===== config.mk =====
export PLATFORM = sky130hd
export DESIGN_NAME = burst_packet_framer_crc32_top
export DESIGN_NICKNAME = d
export VERILOG_FILES = /design/src/rtl/bpf_pkg.sv /design/src/rtl/burst_packet_framer_crc32_top.sv /design/src/rtl/bpf_front.sv /design/src/rtl/bpf_fifo.sv /design/src/rtl/bpf_back.sv
export SDC_FILE = /design/constraint.sdc
export NUM_CORES = 1
export LEC_CHECK = 0
export BUFFER_PORTS_ARGS = -buffer_cell sky130_fd_sc_hd__buf_2
export CAP_MARGIN = 30
export CELL_PAD_IN_SITES_DETAIL_PLACEMENT = 0
export CELL_PAD_IN_SITES_GLOBAL_PLACEMENT = 2
export CORE_MARGIN = 5
export CORE_UTILIZATION = 46
export DETAILED_ROUTE_END_ITERATION = 7
export GPL_ROUTABILITY_DRIVEN = 1
export PLACE_DENSITY = 0.86
export SKIP_CTS_REPAIR_TIMING = 1
export SLEW_MARGIN = 20
export SYNTH_ARGS = -nofsm -noshare
export SYNTH_HDL_FRONTEND = slang
export SYNTH_SLANG_ARGS = --single-unit

===== constraint.sdc =====
create_clock -name i_clk -period 12.3 [get_ports i_clk]
set_input_delay 0.615 -clock i_clk [delete_from_list [all_inputs] [get_ports i_clk]]
set_output_delay 0.615 -clock i_clk [all_outputs]
set_load 0.01 [all_outputs]

===== src/rtl/bpf_pkg.sv =====
package bpf_pkg;

    // Framing constants
    localparam int FRAME_BYTES = 12;
    localparam int MAX_FPP     = 17;
    localparam int OVERHEAD    = 7;
    localparam int MTU_W       = 10;
    localparam int FRAMES_W    = 16;
    localparam int SEQ_W       = 16;
    localparam int CRC_W       = 32;
    localparam int BURST_W     = $clog2(((1 << FRAMES_W) - 1) * FRAME_BYTES + 1);
    localparam int PKT_W       = $clog2(MAX_FPP * FRAME_BYTES + 1);
    // compare width covers the full MTU register range
    localparam int CMP_W       = MTU_W + 1;

    localparam logic [MTU_W-1:0] MTU_RESET = MTU_W'(23);
    localparam logic [CRC_W-1:0] CRC_POLY  = 32'hEDB8_8320;
    localparam logic [CRC_W-1:0] CRC_INIT  = 32'hFFFF_FFFF;
    localparam logic [7:0]       TYPE_DATA = 8'h02;
    localparam logic [7:0]       TYPE_END  = 8'h03;

    // Input item modes
    localparam logic MODE_START = 1'b0;
    localparam logic MODE_BYTE  = 1'b1;

    // Queue between front and back
    localparam int Q_DEPTH = 4;
    localparam int Q_AW    = $clog2(Q_DEPTH);
    localparam int Q_CW    = $clog2(Q_DEPTH + 1);

    // Output step positions within one command
    localparam int IDX_W = 5;
    localparam logic [IDX_W-1:0] ST_HDR_TYPE  = 5'd0;
    localparam logic [IDX_W-1:0] ST_HDR_SEQH  = 5'd1;
    localparam logic [IDX_W-1:0] ST_HDR_SEQL  = 5'd2;
    localparam logic [IDX_W-1:0] ST_HDR_LEN   = 5'd3;
    localparam logic [IDX_W-1:0] ST_DATA      = 5'd4;
    localparam logic [IDX_W-1:0] ST_END_TYPE  = 5'd5;
    localparam logic [IDX_W-1:0] ST_END_SEQH  = 5'd6;
    localparam logic [IDX_W-1:0] ST_END_SEQL  = 5'd7;
    localparam logic [IDX_W-1:0] ST_END_PAD   = 5'd8;
    localparam logic [IDX_W-1:0] ST_END_CNT3  = 5'd9;
    localparam logic [IDX_W-1:0] ST_END_CNT2  = 5'd10;
    localparam logic [IDX_W-1:0] ST_END_CNT1  = 5'd11;
    localparam logic [IDX_W-1:0] ST_END_CNT0  = 5'd12;
    localparam logic [IDX_W-1:0] ST_END_CRC3  = 5'd13;
    localparam logic [IDX_W-1:0] ST_END_CRC2  = 5'd14;
    localparam logic [IDX_W-1:0] ST_END_CRC1  = 5'd15;
    localparam logic [IDX_W-1:0] ST_END_CRC0  = 5'd16;

    typedef struct packed {
        logic                mode;
        logic [FRAMES_W-1:0] frame_total;
        logic [7:0]          data_byte;
    } t_in_item;

    typedef struct packed {
        logic [7:0] out_byte;
        logic       packet_end;
        logic       run_last;
    } t_out_item;

    // One classified transaction for the back end
    typedef struct packed {
        logic                has_hdr;
        logic                has_data;
        logic                has_end;
        logic [SEQ_W-1:0]    hdr_seq;
        logic [7:0]          hdr_len;
        logic [7:0]          data_byte;
        logic                data_end;
        logic [SEQ_W-1:0]    end_seq;
        logic [FRAMES_W-1:0] frames;
        logic [CRC_W-1:0]    crc;
    } t_cmd;

    // Reflected CRC-32 over one byte
    function automatic logic [CRC_W-1:0] crc_byte(input logic [CRC_W-1:0] crc,
                                                  input logic [7:0] b);
        logic [CRC_W-1:0] c;
        c = crc ^ {{(CRC_W-8){1'b0}}, b};
        for (int i = 0; i < 8; i++) begin
            c = c[0] ? (CRC_POLY ^ (c >> 1)) : (c >> 1);
        end
        return c;
    endfunction

    // Packet capacity in bytes: clamp((mtu-7)/FRAME_BYTES,1,MAX_FPP) frames
    function automatic logic [PKT_W-1:0] cap_of(input logic [MTU_W-1:0] mtu);
        logic [PKT_W-1:0] cap;
        cap = PKT_W'(FRAME_BYTES);
        for (int k = 2; k <= MAX_FPP; k++) begin
            if (CMP_W'(mtu) >= CMP_W'(OVERHEAD + FRAME_BYTES * k)) begin
                cap = PKT_W'(FRAME_BYTES * k);
            end
        end
        return cap;
    endfunction

endpackage


===== src/rtl/burst_packet_framer_crc32_top.sv =====
// Burst packet framer with CRC-32. A start transaction (mode 0) opens a burst
// of frame_total frames of 12 bytes, sampling the MTU register for the packet
// size; payload transactions (mode 1) then carry one byte each and come out
// framed in data packets (4-byte header, type 0x02), followed after the last
// byte by a 12-byte end packet (type 0x03) holding the sequence number, frame
// count and the reflected CRC-32 of the payload. Input transactions are taken
// one per clock while the 4-entry command queue between the classifying front
// end and the byte serializer has room; each transaction yields 0 to 17 result
// bytes, and the serializer delivers one result byte per clock while results
// are popped. Each command passes through the command queue, the serializer's
// command register and its output register before its first result byte
// shows on the result ports. The MTU register may be written at any cycle
// over the config channel and takes effect at the next start transaction.
module burst_packet_framer_crc32_top import bpf_pkg::*; (
    input  logic             i_clk,
    input  logic             i_rst_n,
    input  logic             i_cfg_valid,
    input  logic [MTU_W-1:0] i_cfg_data,
    output logic             o_cfg_ready,
    input  logic             push,
    output logic             full,
    input  t_in_item         i_in,
    output logic             empty,
    input  logic             pop,
    output t_out_item        o_out
);

    logic accept;
    logic cmd_valid;
    t_cmd cmd;
    logic q_full;
    logic q_valid;
    logic q_pop;
    t_cmd q_cmd;

    assign full   = q_full;
    assign accept = push && !q_full;

    // Front end: config, classification, CRC and counters
    bpf_front u_front (
        .i_clk       (i_clk),
        .i_rst_n     (i_rst_n),
        .i_cfg_valid (i_cfg_valid),
        .i_cfg_data  (i_cfg_data),
        .o_cfg_ready (o_cfg_ready),
        .i_accept    (accept),
        .i_item      (i_in),
        .o_cmd_valid (cmd_valid),
        .o_cmd       (cmd)
    );

    // Command queue
    bpf_fifo u_fifo (
        .i_clk   (i_clk),
        .i_rst_n (i_rst_n),
        .i_push  (cmd_valid),
        .i_cmd   (cmd),
        .o_full  (q_full),
        .i_pop   (q_pop),
        .o_valid (q_valid),
        .o_cmd   (q_cmd)
    );

    // Back end: byte serializer with output register
    bpf_back u_back (
        .i_clk     (i_clk),
        .i_rst_n   (i_rst_n),
        .i_q_valid (q_valid),
        .i_q_cmd   (q_cmd),
        .o_q_pop   (q_pop),
        .o_empty   (empty),
        .i_pop     (pop),
        .o_out     (o_out)
    );

endmodule


===== src/rtl/bpf_front.sv =====
module bpf_front import bpf_pkg::*; (
    input  logic             i_clk,
    input  logic             i_rst_n,
    input  logic             i_cfg_valid,
    input  logic [MTU_W-1:0] i_cfg_data,
    output logic             o_cfg_ready,
    input  logic             i_accept,
    input  t_in_item         i_item,
    output logic             o_cmd_valid,
    output t_cmd             o_cmd
);

    logic [MTU_W-1:0]    r_mtu;
    logic [PKT_W-1:0]    r_cap;
    logic [CRC_W-1:0]    r_crc;
    logic [SEQ_W-1:0]    r_seq;
    logic [BURST_W-1:0]  r_burst_left;
    logic [PKT_W-1:0]    r_pkt_left;
    logic [FRAMES_W-1:0] r_frames;
    logic                r_active;

    logic [BURST_W-1:0]  n_burst_total;
    logic                hdr_needed;
    logic [PKT_W-1:0]    plen;
    logic [PKT_W-1:0]    n_pkt_left;
    logic [BURST_W-1:0]  n_burst_left;
    logic [CRC_W-1:0]    n_crc;
    logic                pkt_done;
    logic                burst_done;
    logic [SEQ_W-1:0]    n_seq;

    assign o_cfg_ready = 1'b1;

    // Start transaction: byte count of the burst
    assign n_burst_total = BURST_W'(i_item.frame_total) * BURST_W'(FRAME_BYTES);

    // Payload byte: packet bookkeeping and CRC
    assign hdr_needed   = (r_pkt_left == '0);
    assign plen         = !hdr_needed ? r_pkt_left :
                          (r_burst_left < BURST_W'(r_cap)) ? PKT_W'(r_burst_left) : r_cap;
    assign n_pkt_left   = plen - PKT_W'(1);
    assign n_burst_left = r_burst_left - BURST_W'(1);
    assign n_crc        = crc_byte(r_crc, i_item.data_byte);
    assign pkt_done     = (n_pkt_left == '0);
    assign burst_done   = (n_burst_left == '0);
    assign n_seq        = r_seq + SEQ_W'(pkt_done);

    // Command toward the back end
    always_comb begin
        o_cmd       = '0;
        o_cmd_valid = 1'b0;
        if (i_item.mode == MODE_START) begin
            o_cmd_valid  = i_accept && (n_burst_total == '0);
            o_cmd.has_end = 1'b1;
            o_cmd.end_seq = '0;
            o_cmd.frames  = i_item.frame_total;
            o_cmd.crc     = '0;
        end else begin
            o_cmd_valid     = i_accept && r_active;
            o_cmd.has_hdr   = hdr_needed;
            o_cmd.has_data  = 1'b1;
            o_cmd.has_end   = burst_done;
            o_cmd.hdr_seq   = r_seq;
            o_cmd.hdr_len   = 8'(plen);
            o_cmd.data_byte = i_item.data_byte;
            o_cmd.data_end  = pkt_done;
            o_cmd.end_seq   = n_seq;
            o_cmd.frames    = r_frames;
            o_cmd.crc       = n_crc ^ CRC_INIT;
        end
    end

    // Framing state
    always_ff @(posedge i_clk) begin
        if (!i_rst_n) begin
            r_mtu        <= MTU_RESET;
            r_cap        <= PKT_W'(FRAME_BYTES);
            r_crc        <= CRC_INIT;
            r_seq        <= '0;
            r_burst_left <= '0;
            r_pkt_left   <= '0;
            r_frames     <= '0;
            r_active     <= 1'b0;
        end else begin
            if (i_cfg_valid) begin
                r_mtu <= i_cfg_data;
            end
            if (i_accept) begin
                if (i_item.mode == MODE_START) begin
                    r_cap        <= cap_of(r_mtu);
                    r_frames     <= i_item.frame_total;
                    r_burst_left <= n_burst_total;
                    r_pkt_left   <= '0;
                    r_crc        <= CRC_INIT;
                    r_seq        <= '0;
                    r_active     <= (n_burst_total != '0);
                end else if (r_active) begin
                    r_crc        <= n_crc;
                    r_pkt_left   <= n_pkt_left;
                    r_burst_left <= n_burst_left;
                    r_seq        <= n_seq;
                    r_active     <= !burst_done;
                end
            end
        end
    end

endmodule


===== src/rtl/bpf_fifo.sv =====
module bpf_fifo import bpf_pkg::*; (
    input  logic i_clk,
    input  logic i_rst_n,
    input  logic i_push,
    input  t_cmd i_cmd,
    output logic o_full,
    input  logic i_pop,
    output logic o_valid,
    output t_cmd o_cmd
);

    t_cmd            r_mem [Q_DEPTH];
    logic [Q_AW-1:0] r_wptr;
    logic [Q_AW-1:0] r_rptr;
    logic [Q_CW-1:0] r_count;

    logic push_en;
    logic pop_en;

    assign o_full  = (r_count == Q_CW'(Q_DEPTH));
    assign o_valid = (r_count != '0);
    assign o_cmd   = r_mem[r_rptr];
    assign push_en = i_push && !o_full;
    assign pop_en  = i_pop && o_valid;

    // Storage
    always_ff @(posedge i_clk) begin
        if (push_en) begin
            r_mem[r_wptr] <= i_cmd;
        end
    end

    // Pointers and fill level
    always_ff @(posedge i_clk) begin
        if (!i_rst_n) begin
            r_wptr  <= '0;
            r_rptr  <= '0;
            r_count <= '0;
        end else begin
            if (push_en) begin
                r_wptr <= r_wptr + Q_AW'(1);
            end
            if (pop_en) begin
                r_rptr <= r_rptr + Q_AW'(1);
            end
            r_count <= r_count + Q_CW'(push_en) - Q_CW'(pop_en);
        end
    end

    a_count_bound: assert property (@(posedge i_clk) disable iff (!i_rst_n)
        r_count <= Q_CW'(Q_DEPTH))
        else $error("queue fill level beyond depth");

    a_pop_only: assert property (@(posedge i_clk) disable iff (!i_rst_n)
        pop_en && !push_en |=> r_count == $past(r_count) - Q_CW'(1))
        else $error("queue fill level wrong after pop");

    a_push_only: assert property (@(posedge i_clk) disable iff (!i_rst_n)
        push_en && !pop_en |=> r_count == $past(r_count) + Q_CW'(1))
        else $error("queue fill level wrong after push");

endmodule


===== src/rtl/bpf_back.sv =====
module bpf_back import bpf_pkg::*; (
    input  logic      i_clk,
    input  logic      i_rst_n,
    input  logic      i_q_valid,
    input  t_cmd      i_q_cmd,
    output logic      o_q_pop,
    output logic      o_empty,
    input  logic      i_pop,
    output t_out_item o_out
);

    t_cmd             r_cmd;
    logic             r_busy;
    logic [IDX_W-1:0] r_idx;
    logic             r_out_valid;
    t_out_item        r_out;

    logic [IDX_W-1:0] last_idx;
    logic [IDX_W-1:0] first_idx;
    logic [IDX_W-1:0] n_idx;
    logic             at_last;
    logic             advance;
    logic             fetch;
    logic             pop_en;
    t_out_item        n_out;

    assign pop_en   = i_pop && r_out_valid;
    assign advance  = r_busy && (!r_out_valid || pop_en);
    assign last_idx = r_cmd.has_end ? ST_END_CRC0 : ST_DATA;
    assign at_last  = (r_idx == last_idx);
    assign fetch    = !r_busy || (advance && at_last);
    assign o_q_pop  = fetch && i_q_valid;
    assign n_idx    = (r_idx == ST_DATA) ? ST_END_TYPE : r_idx + IDX_W'(1);

    // First step of the incoming command
    always_comb begin
        priority if (i_q_cmd.has_hdr) begin
            first_idx = ST_HDR_TYPE;
        end else if (i_q_cmd.has_data) begin
            first_idx = ST_DATA;
        end else begin
            first_idx = ST_END_TYPE;
        end
    end

    // Byte select for the current step
    always_comb begin
        n_out            = '0;
        n_out.run_last   = at_last;
        unique case (r_idx)
            ST_HDR_TYPE: n_out.out_byte = TYPE_DATA;
            ST_HDR_SEQH: n_out.out_byte = r_cmd.hdr_seq[15:8];
            ST_HDR_SEQL: n_out.out_byte = r_cmd.hdr_seq[7:0];
            ST_HDR_LEN:  n_out.out_byte = r_cmd.hdr_len;
            ST_DATA: begin
                n_out.out_byte   = r_cmd.data_byte;
                n_out.packet_end = r_cmd.data_end;
            end
            ST_END_TYPE: n_out.out_byte = TYPE_END;
            ST_END_SEQH: n_out.out_byte = r_cmd.end_seq[15:8];
            ST_END_SEQL: n_out.out_byte = r_cmd.end_seq[7:0];
            ST_END_PAD:  n_out.out_byte = 8'h00;
            ST_END_CNT3: n_out.out_byte = 8'h00;
            ST_END_CNT2: n_out.out_byte = 8'h00;
            ST_END_CNT1: n_out.out_byte = r_cmd.frames[15:8];
            ST_END_CNT0: n_out.out_byte = r_cmd.frames[7:0];
            ST_END_CRC3: n_out.out_byte = r_cmd.crc[31:24];
            ST_END_CRC2: n_out.out_byte = r_cmd.crc[23:16];
            ST_END_CRC1: n_out.out_byte = r_cmd.crc[15:8];
            ST_END_CRC0: begin
                n_out.out_byte   = r_cmd.crc[7:0];
                n_out.packet_end = 1'b1;
            end
            default:     n_out.out_byte = 8'h00;
        endcase
    end

    // Command holding and step counter
    always_ff @(posedge i_clk) begin
        if (!i_rst_n) begin
            r_busy <= 1'b0;
            r_idx  <= '0;
        end else if (fetch) begin
            r_busy <= i_q_valid;
            if (i_q_valid) begin
                r_idx <= first_idx;
            end
        end else if (advance) begin
            r_idx <= n_idx;
        end
    end

    always_ff @(posedge i_clk) begin
        if (o_q_pop) begin
            r_cmd <= i_q_cmd;
        end
    end

    // Output register
    always_ff @(posedge i_clk) begin
        if (!i_rst_n) begin
            r_out_valid <= 1'b0;
        end else if (advance) begin
            r_out_valid <= 1'b1;
        end else if (pop_en) begin
            r_out_valid <= 1'b0;
        end
    end

    always_ff @(posedge i_clk) begin
        if (advance) begin
            r_out <= n_out;
        end
    end

    assign o_empty = !r_out_valid;
    assign o_out   = r_out;

    a_idx_bound: assert property (@(posedge i_clk) disable iff (!i_rst_n)
        r_busy |-> r_idx <= ST_END_CRC0)
        else $error("step index out of range");

    a_no_end_stop: assert property (@(posedge i_clk) disable iff (!i_rst_n)
        r_busy && !r_cmd.has_end |-> r_idx <= ST_DATA)
        else $error("end packet step without end packet");

    a_hdr_then_data: assert property (@(posedge i_clk) disable iff (!i_rst_n)
        advance && r_idx == ST_HDR_LEN |=> r_idx == ST_DATA)
        else $error("header not followed by payload byte");

endmodule

==> Word level (Yosys, flattened, before mapping) <==
Memories as Yosys holds them, arrays and structs flattened. A register that Yosys moved wholly into a read port is not among the register bits.
Index checks and enable logic that the tools add are counted.
{ "op_classes": {"n_eq_ne": 17, "mux": 56, "n_reduce_logical": 27, "multipliers": 1, "order_cmp": 17, "bitwise_logic": 11, "addsub": 8} }
{ "ops": {"columns": ["op", "count"], "rows": [
  ["32-bit 2-to-1 mux", 10],
  ["13-bit inverter with 14-bit output", 8],
  ["8-bit case mux with 14 select lines", 1],
  ["8-bit 2-to-1 mux", 11],
  ["10-bit by 8-bit >= comparator with 1-bit output (second input constant)", 7],
  ["64-bit 2-to-1 mux", 1],
  ["10-bit by 7-bit >= comparator with 1-bit output (second input constant)", 6],
  ["20-bit logical NOT", 2],
  ["20-bit 2-to-1 mux", 2],
  ["5-bit 2-to-1 mux", 7],
  ["7-bit 2-to-1 mux", 5],
  ["33-bit 2-to-1 mux", 1],
  ["16-bit 2-to-1 mux", 2],
  ["32-bit inverter", 1],
  ["32-bit by 8-bit bitwise XOR with 32-bit output", 1],
  ["5-bit by 4-bit equality test with 1-bit output (second input constant)", 5],
  ["5-bit by 3-bit equality test with 1-bit output (second input constant)", 4],
  ["10-bit by 6-bit >= comparator with 1-bit output (second input constant)", 2],
  ["20-bit by 8-bit < comparator with 1-bit output", 1],
  ["20-bit nonzero test", 1],
  ["20-bit by 1-bit subtractor with 20-bit output (second input constant)", 1],
  ["16-bit by 2-bit multiplier with 18-bit output (second input constant)", 1],
  ["6-bit 2-to-1 mux", 3],
  ["16-bit by 1-bit adder with 16-bit output", 1],
  ["other kinds (24)", 53]
]} }
{ "totals": {"ff_bits": 233, "memories": 1, "output_inout_bits": 13, "mem_bits_rw": 400, "elab_cells": 163, "inputBits": 40} }
{ "mem_list": {"columns": ["memory", "depth", "width", "rd", "rd_clocked_by_memory_dff", "write_ports", "line", "rtl"], "rows": [
  ["u_fifo.r_mem", 4, 100, 1, 1, 1, "bpf_fifo.sv:12", "t_cmd r_mem [Q_DEPTH];"]
]} }

==> Logic depth before layout (Yosys ltp) <==
{ "depth": {"depth_word": 19, "mapped_depth": 19, "ltp_nobuf": 19} }

==> Cells and area by module <==
A second synthesis with hierarchy kept.
{ "hier_totals": {"cells_unflattened": 1904, "area_unflattened_um2": 27487.6} }
{ "by_module_without_submodules": {"columns": ["mod", "cells_each", "area_per_inst_um2", "seq_area_each_um2", "n_inst"], "rows": [
  ["bpf_fifo", 570, 15006.9, 12191.7, 1],
  ["bpf_front", 1038, 7766.2, 2182.1, 1],
  ["bpf_back", 295, 4700.8, 3383.2, 1],
  ["burst_packet_framer_crc32_top", 1, 13.8, 0.0, 1]
]} }

==> Worst setup path after synthesis <==
No wires, ideal clock.
{ "synth_path": {"kind": "input port to flip-flop", "startpoint": "input i_in[13] (netlist bit)", "endpoint": "memory u_fifo.r_mem[0][0] (netlist bit), enable pin", "t_required_ns": 11.598, "path_stages": 10, "setup_slack_ns": 1.677, "arrival_ns": 9.921, "setup_ns": 0.702, "path_buffers": 1, "path_cell_list": "ha_1 -> clkbuf_1 -> a2111oi_0 -> o21ai_0 -> a41oi_1 -> xor2_1 -> nand4_1 -> nor4_2 -> a31oi_1 -> nor3b_1"} }
{ "synth_via": {"elab_chain_cells": 7} }
{ "synth_lines": {"columns": ["element", "line", "rtl"], "rows": [
  ["start: declaration", "burst_packet_framer_crc32_top.sv:22", "input t_in_item i_in,"],
  ["16-bit by 2-bit multiplier with 18-bit output", "bpf_front.sv:35", "assign n_burst_total = BURST_W'(i_item.frame_total) * BURST_W'(FRAME_BYTES);"],
  ["20-bit logical NOT", "bpf_front.sv:53", "o_cmd_valid = i_accept && (n_burst_total == '0);"],
  ["1-bit logical AND", "bpf_front.sv:53", null],
  ["1-bit 2-to-1 mux", "bpf_front.sv:52", "if (i_item.mode == MODE_START) begin"],
  ["1-bit logical AND", "bpf_fifo.sv:23", "assign push_en = i_push && !o_full;"],
  ["1-bit 2-to-1 mux", "bpf_fifo.sv:28", "if (push_en) begin"],
  ["1-bit 2-to-1 mux (implied by the code)", "bpf_fifo.sv:29", "r_mem[r_wptr] <= i_cmd;"],
  ["end: declaration", "bpf_fifo.sv:12", null]
]} }
Every way passes these cells.

==> Worst setup path in the final report <==
{ "layout_path": {"startpoint": "register u_front.r_burst_left[7]", "endpoint": "register u_front.r_seq[15]"} }
{ "layout_via": {"elab_chain_cells": 8} }
{ "layout_lines": {"columns": ["element", "line", "rtl"], "rows": [
  ["start: declaration", "bpf_front.sv:17", "logic [BURST_W-1:0] r_burst_left;"],
  ["start signal: assignment", "bpf_front.sv:92", "r_burst_left <= n_burst_total;"],
  ["start signal: assignment", "bpf_front.sv:100", "r_burst_left <= n_burst_left;"],
  ["20-bit by 8-bit < comparator with 1-bit output", "bpf_front.sv:40", "(r_burst_left < BURST_W'(r_cap)) ? PKT_W'(r_burst_left) : r_cap;"],
  ["8-bit 2-to-1 mux *", "bpf_front.sv:40", null],
  ["8-bit 2-to-1 mux *", "bpf_front.sv:39", "assign plen = !hdr_needed ? r_pkt_left :"],
  ["8-bit by 1-bit subtractor with 8-bit output *", "bpf_front.sv:41", "assign n_pkt_left = plen - PKT_W'(1);"],
  ["8-bit logical NOT *", "bpf_front.sv:44", "assign pkt_done = (n_pkt_left == '0);"],
  ["16-bit by 1-bit adder with 16-bit output *", "bpf_front.sv:46", "assign n_seq = r_seq + SEQ_W'(pkt_done);"],
  ["16-bit 2-to-1 mux *", "bpf_front.sv:97", "end else if (r_active) begin"],
  ["16-bit 2-to-1 mux *", "bpf_front.sv:89", "if (i_item.mode == MODE_START) begin"],
  ["end signal: assignment", "bpf_front.sv:101", "r_seq <= n_seq;"],
  ["end: declaration", "bpf_front.sv:16", "logic [SEQ_W-1:0] r_seq;"]
]} }
Mark *: on every way between the ends. The rest lies on a longest branch, timed or not. The select of a mux whose other input is x is not followed.
A chain may end at the register's enable or synchronous reset.

==> impl_metrics.json <==
{
  "status": "complete, no violations",
  "synth.distinct_cells": 87,
  "synth_top_area_cell": "edfxtp_1",
  "clock_sinks": 633,
  "io_buffers": 51,
  "grt_max_degree": 74,
  "synth.most_common_cell": "edfxtp_1",
  "cp-start-kind": "flop",
  "num_vias": 16100,
  "p_per_area_nw_per_um2": 204,
  "arrival_ns": 5.52,
  "end_kind": "flop",
  "n_fill_cell": 4862,
  "critPathMaxFanout": 9,
  "antenna_found_initial": 5,
  "cts_buffers": 69,
  "fin_crit_sh_pct": 41.1,
  "min_from": "i_cfg_data[2]",
  "synth_top_area_share_pct": 56.1,
  "grt_overflow": 0,
  "crit_required_ns": 12.77,
  "synth_nets": 1972,
  "final_layout_size_suffix_gt1_share_pct": 17.4,
  "grt_pass1_vias": 16000,
  "rsz0062_at_grt": "false",
  "cap_violations": 0,
  "drcViolationCount": 0,
  "worstSetupStartpoint": "u_front.r_burst_left[7]$_SDFFE_PN0P_",
  "grtUsageTotal_pct": 19.9,
  "timing.rr.start": "u_front.r_burst_left[7]$_SDFFE_PN0P_",
  "grt_pass1_wl_um": 97600,
  "clk_latency_ns": 0.59,
  "h-tree-depth": 3,
  "synth_area_um2": 27200,
  "cts_tree": "built",
  "detailed_place_hpwl_um": 40800,
  "fp.dieH_um": 253,
  "die-area_um2": 64100,
  "num-nets-final": 2023,
  "synth_edf_count": 508,
  "final_cells": 2763,
  "avgRoutedWirePerCell_um": 23.1,
  "die_w_um": 253,
  "core-area_um2": 58800,
  "setup_tns_ns": 0,
  "ir_drop_v": 0.000119,
  "synth_ff_type": "edfxtp_1",
  "firstDrtPassIters": 6,
  "ys_seq_area_share_pct": 65.3,
  "ys_seq_elements": 633,
  "drt-initial-drc-count": 1393,
  "drt-total-wl_um": 63800,
  "synthCells": 1890,
  "p_leak_nw": 10.2,
  "max-clock-path-buffers": 3,
  "synthTopCellsByCount": "edfxtp_1 (508), nand2_1 (187), dfxtp_1 (125)",
  "max_freq_mhz": 198,
  "routed_via_density": 5.82,
  "hp-class": "in2reg",
  "tightest_slew_ns": 0.977,
  "cts-root-buf": "clkbuf_16",
  "place_inst": 2640,
  "hold_viol_final": 0,
  "antenna_left": 0,
  "diodes": 0,
  "avgSynthCellArea_um2": 14.4,
  "fin_crit_ns": 5.06,
  "clk_pin_slew_ns": 0.06,
  "ys.warnings.count": 0,
  "synthArstFlopShare_pct": 0,
  "setup_viol": 0,
  "fin_skew_ns": 0.0171,
  "num_rows": 89,
  "place.gp.congestion": 0.834,
  "initial_core_util_pct": 46.2,
  "pin_count": 53,
  "syn_to_final_growth_pct": 12.0,
  "yosys-top-cells-area": "edfxtp_1 (56%), dfxtp_1 (9.2%), mux4_2 (8.3%), nand2_1 (2.6%), ha_1 (1.8%)",
  "slew_viol_final": 0,
  "path_class": "reg2reg",
  "slew_headroom_pct": 34.3
}
flip-flops by register name, summed over array words and instances, names as in the netlist, named ones only:
signal	count
u_back.o_out	10
u_back.r_cmd	98
u_back.r_out_valid	1
u_front.r_seq	16
u_front.r_burst_left	20
u_back.r_busy	1
u_front.r_pkt_left	8
u_front.r_active	1
u_front.r_frames	16
u_fifo.r_count	3
u_fifo.r_wptr	2
u_fifo.r_mem	400
u_back.r_idx	5
u_front.r_cap	6
u_fifo.r_rptr	2
u_front.r_crc	32
u_front.r_mtu	10
layout by cell type, fill, tap and decap left out, types with 11 or more instances in the layout:
| cell type | instances |
|---|---|
| mux2_2 | 16 |
| or2_2 | 12 |
| and2_1 | 64 |
| a31oi_1 | 13 |
| or3_1 | 11 |
| clkinv_2 | 11 |
| clkbuf_1 | 16 |
| xor2_1 | 46 |
| mux4_2 | 100 |
| edfxtp_1 | 508 |
| nor2b_1 | 24 |
| buf_2 | 50 |
| nand3_1 | 44 |
| a21oi_1 | 56 |
| mux2i_1 | 13 |
| nand2_1 | 186 |
| a222oi_1 | 13 |
| nor3_1 | 26 |
| dfxtp_1 | 123 |
| xnor2_1 | 53 |
| clkbuf_16 | 70 |
| nor2_1 | 69 |
| a21boi_0 | 38 |
| inv_1 | 41 |
| and3_1 | 17 |
| a221oi_1 | 17 |
| buf_4 | 32 |
| o22ai_1 | 11 |
| ha_1 | 40 |
| o21ai_0 | 75 |
| a211oi_1 | 12 |
worst max-delay path: stages (launching register included):
cell and delay [ns]:
dfxtp_1 0.50, ha_1 0.31, a2111oi_0 0.55, nand4_2 0.30, a21o_4 0.33, a311oi_2 0.50, nand4_2 0.27, nor4b_2 0.30
nor3_1 0.10, nor2_1 0.32, ha_1 0.35, and3_1 0.27, nand3_1 0.11, xor2_1 0.17, nor2_1 0.10, mux2_2 0.30
and2_1 0.15
power breakdown:
part | total, mW | switching (mW) | internal [mW]
logic | 1.36 | 0.832 | 0.530
registers | 2.88 | 0.163 | 2.72
clock network | 1.96 | 0.816 | 1.14
total | 6.20 | 1.81 | 4.39
per-stage QoR:
stage	worst slack [ns]	total power, mW	utilization (%)	instance area [µm²]	hold WS, ns
finish	7.24	6.20	51.8	30500	0.250
global route	6.80	6.49	51.8	30500	0.248
CTS	7.24	6.25	51.7	30400	0.216
detailed placement	7.03	4.28	48.1	28300	0.456
global placement	7.07	4.25	48.1	28300	0.450
floorplan	1.68	3.84	-	27200	0.440
logic make-up after synthesis:
logic type                 count (synthesis)  synth area share [%]
and+or+nand+nor                          516                  9.63
other                                      1                0.0138
buffers and inverters                    146                  2.09
muxes                                    129                  9.42
AOI/OAI and AO/OA                        324                  8.35
xor gates and xnor gates                  99                  3.19
adders and majority gates                 42                  1.99
DFF                                      633                  65.3
routing by layer:
| layer | part of all wire, % | vias to the layer above | track usage (%) |
|---|---|---|---|
| met5 | 0 | - | 0 |
| met4 | 2.8 | 0 | 6.49 |
| met3 | 6.5 | 107 | 3.37 |
| met2 | 49 | 526 | 32.5 |
| met1 | 42 | 8115 | 27.5 |
| li1 | - | 7320 | - |
final cells by class:
class                           count  area [µm²]  share of cell area [%]
Sequential cell                   633       17800                    58.3
Multi-Input combinational cell   1111        8910                    29.2
Clock buffer                       88        1840                    6.04
Tap cell                          773         967                    3.18
Timing Repair Buffer               84         529                    1.74
Clock inverter                     32         294                   0.965
Inverter                           42         158                   0.518
final timing paths:
kind,end,slack (ns),depth (start not counted)
hold reg to reg,u_front.r_frames[11]$_SDFFE_PN0P_,0.46,2
setup reg to reg,u_front.r_seq[15]$_SDFFE_PN0P_,7.24,16
setup / recovery,u_front.r_seq[15]$_SDFFE_PN0P_,7.24,16
hold / removal,u_front.r_mtu[2]$_SDFFE_PN1P_,0.25,3
(Power assumes the default switching activity.)
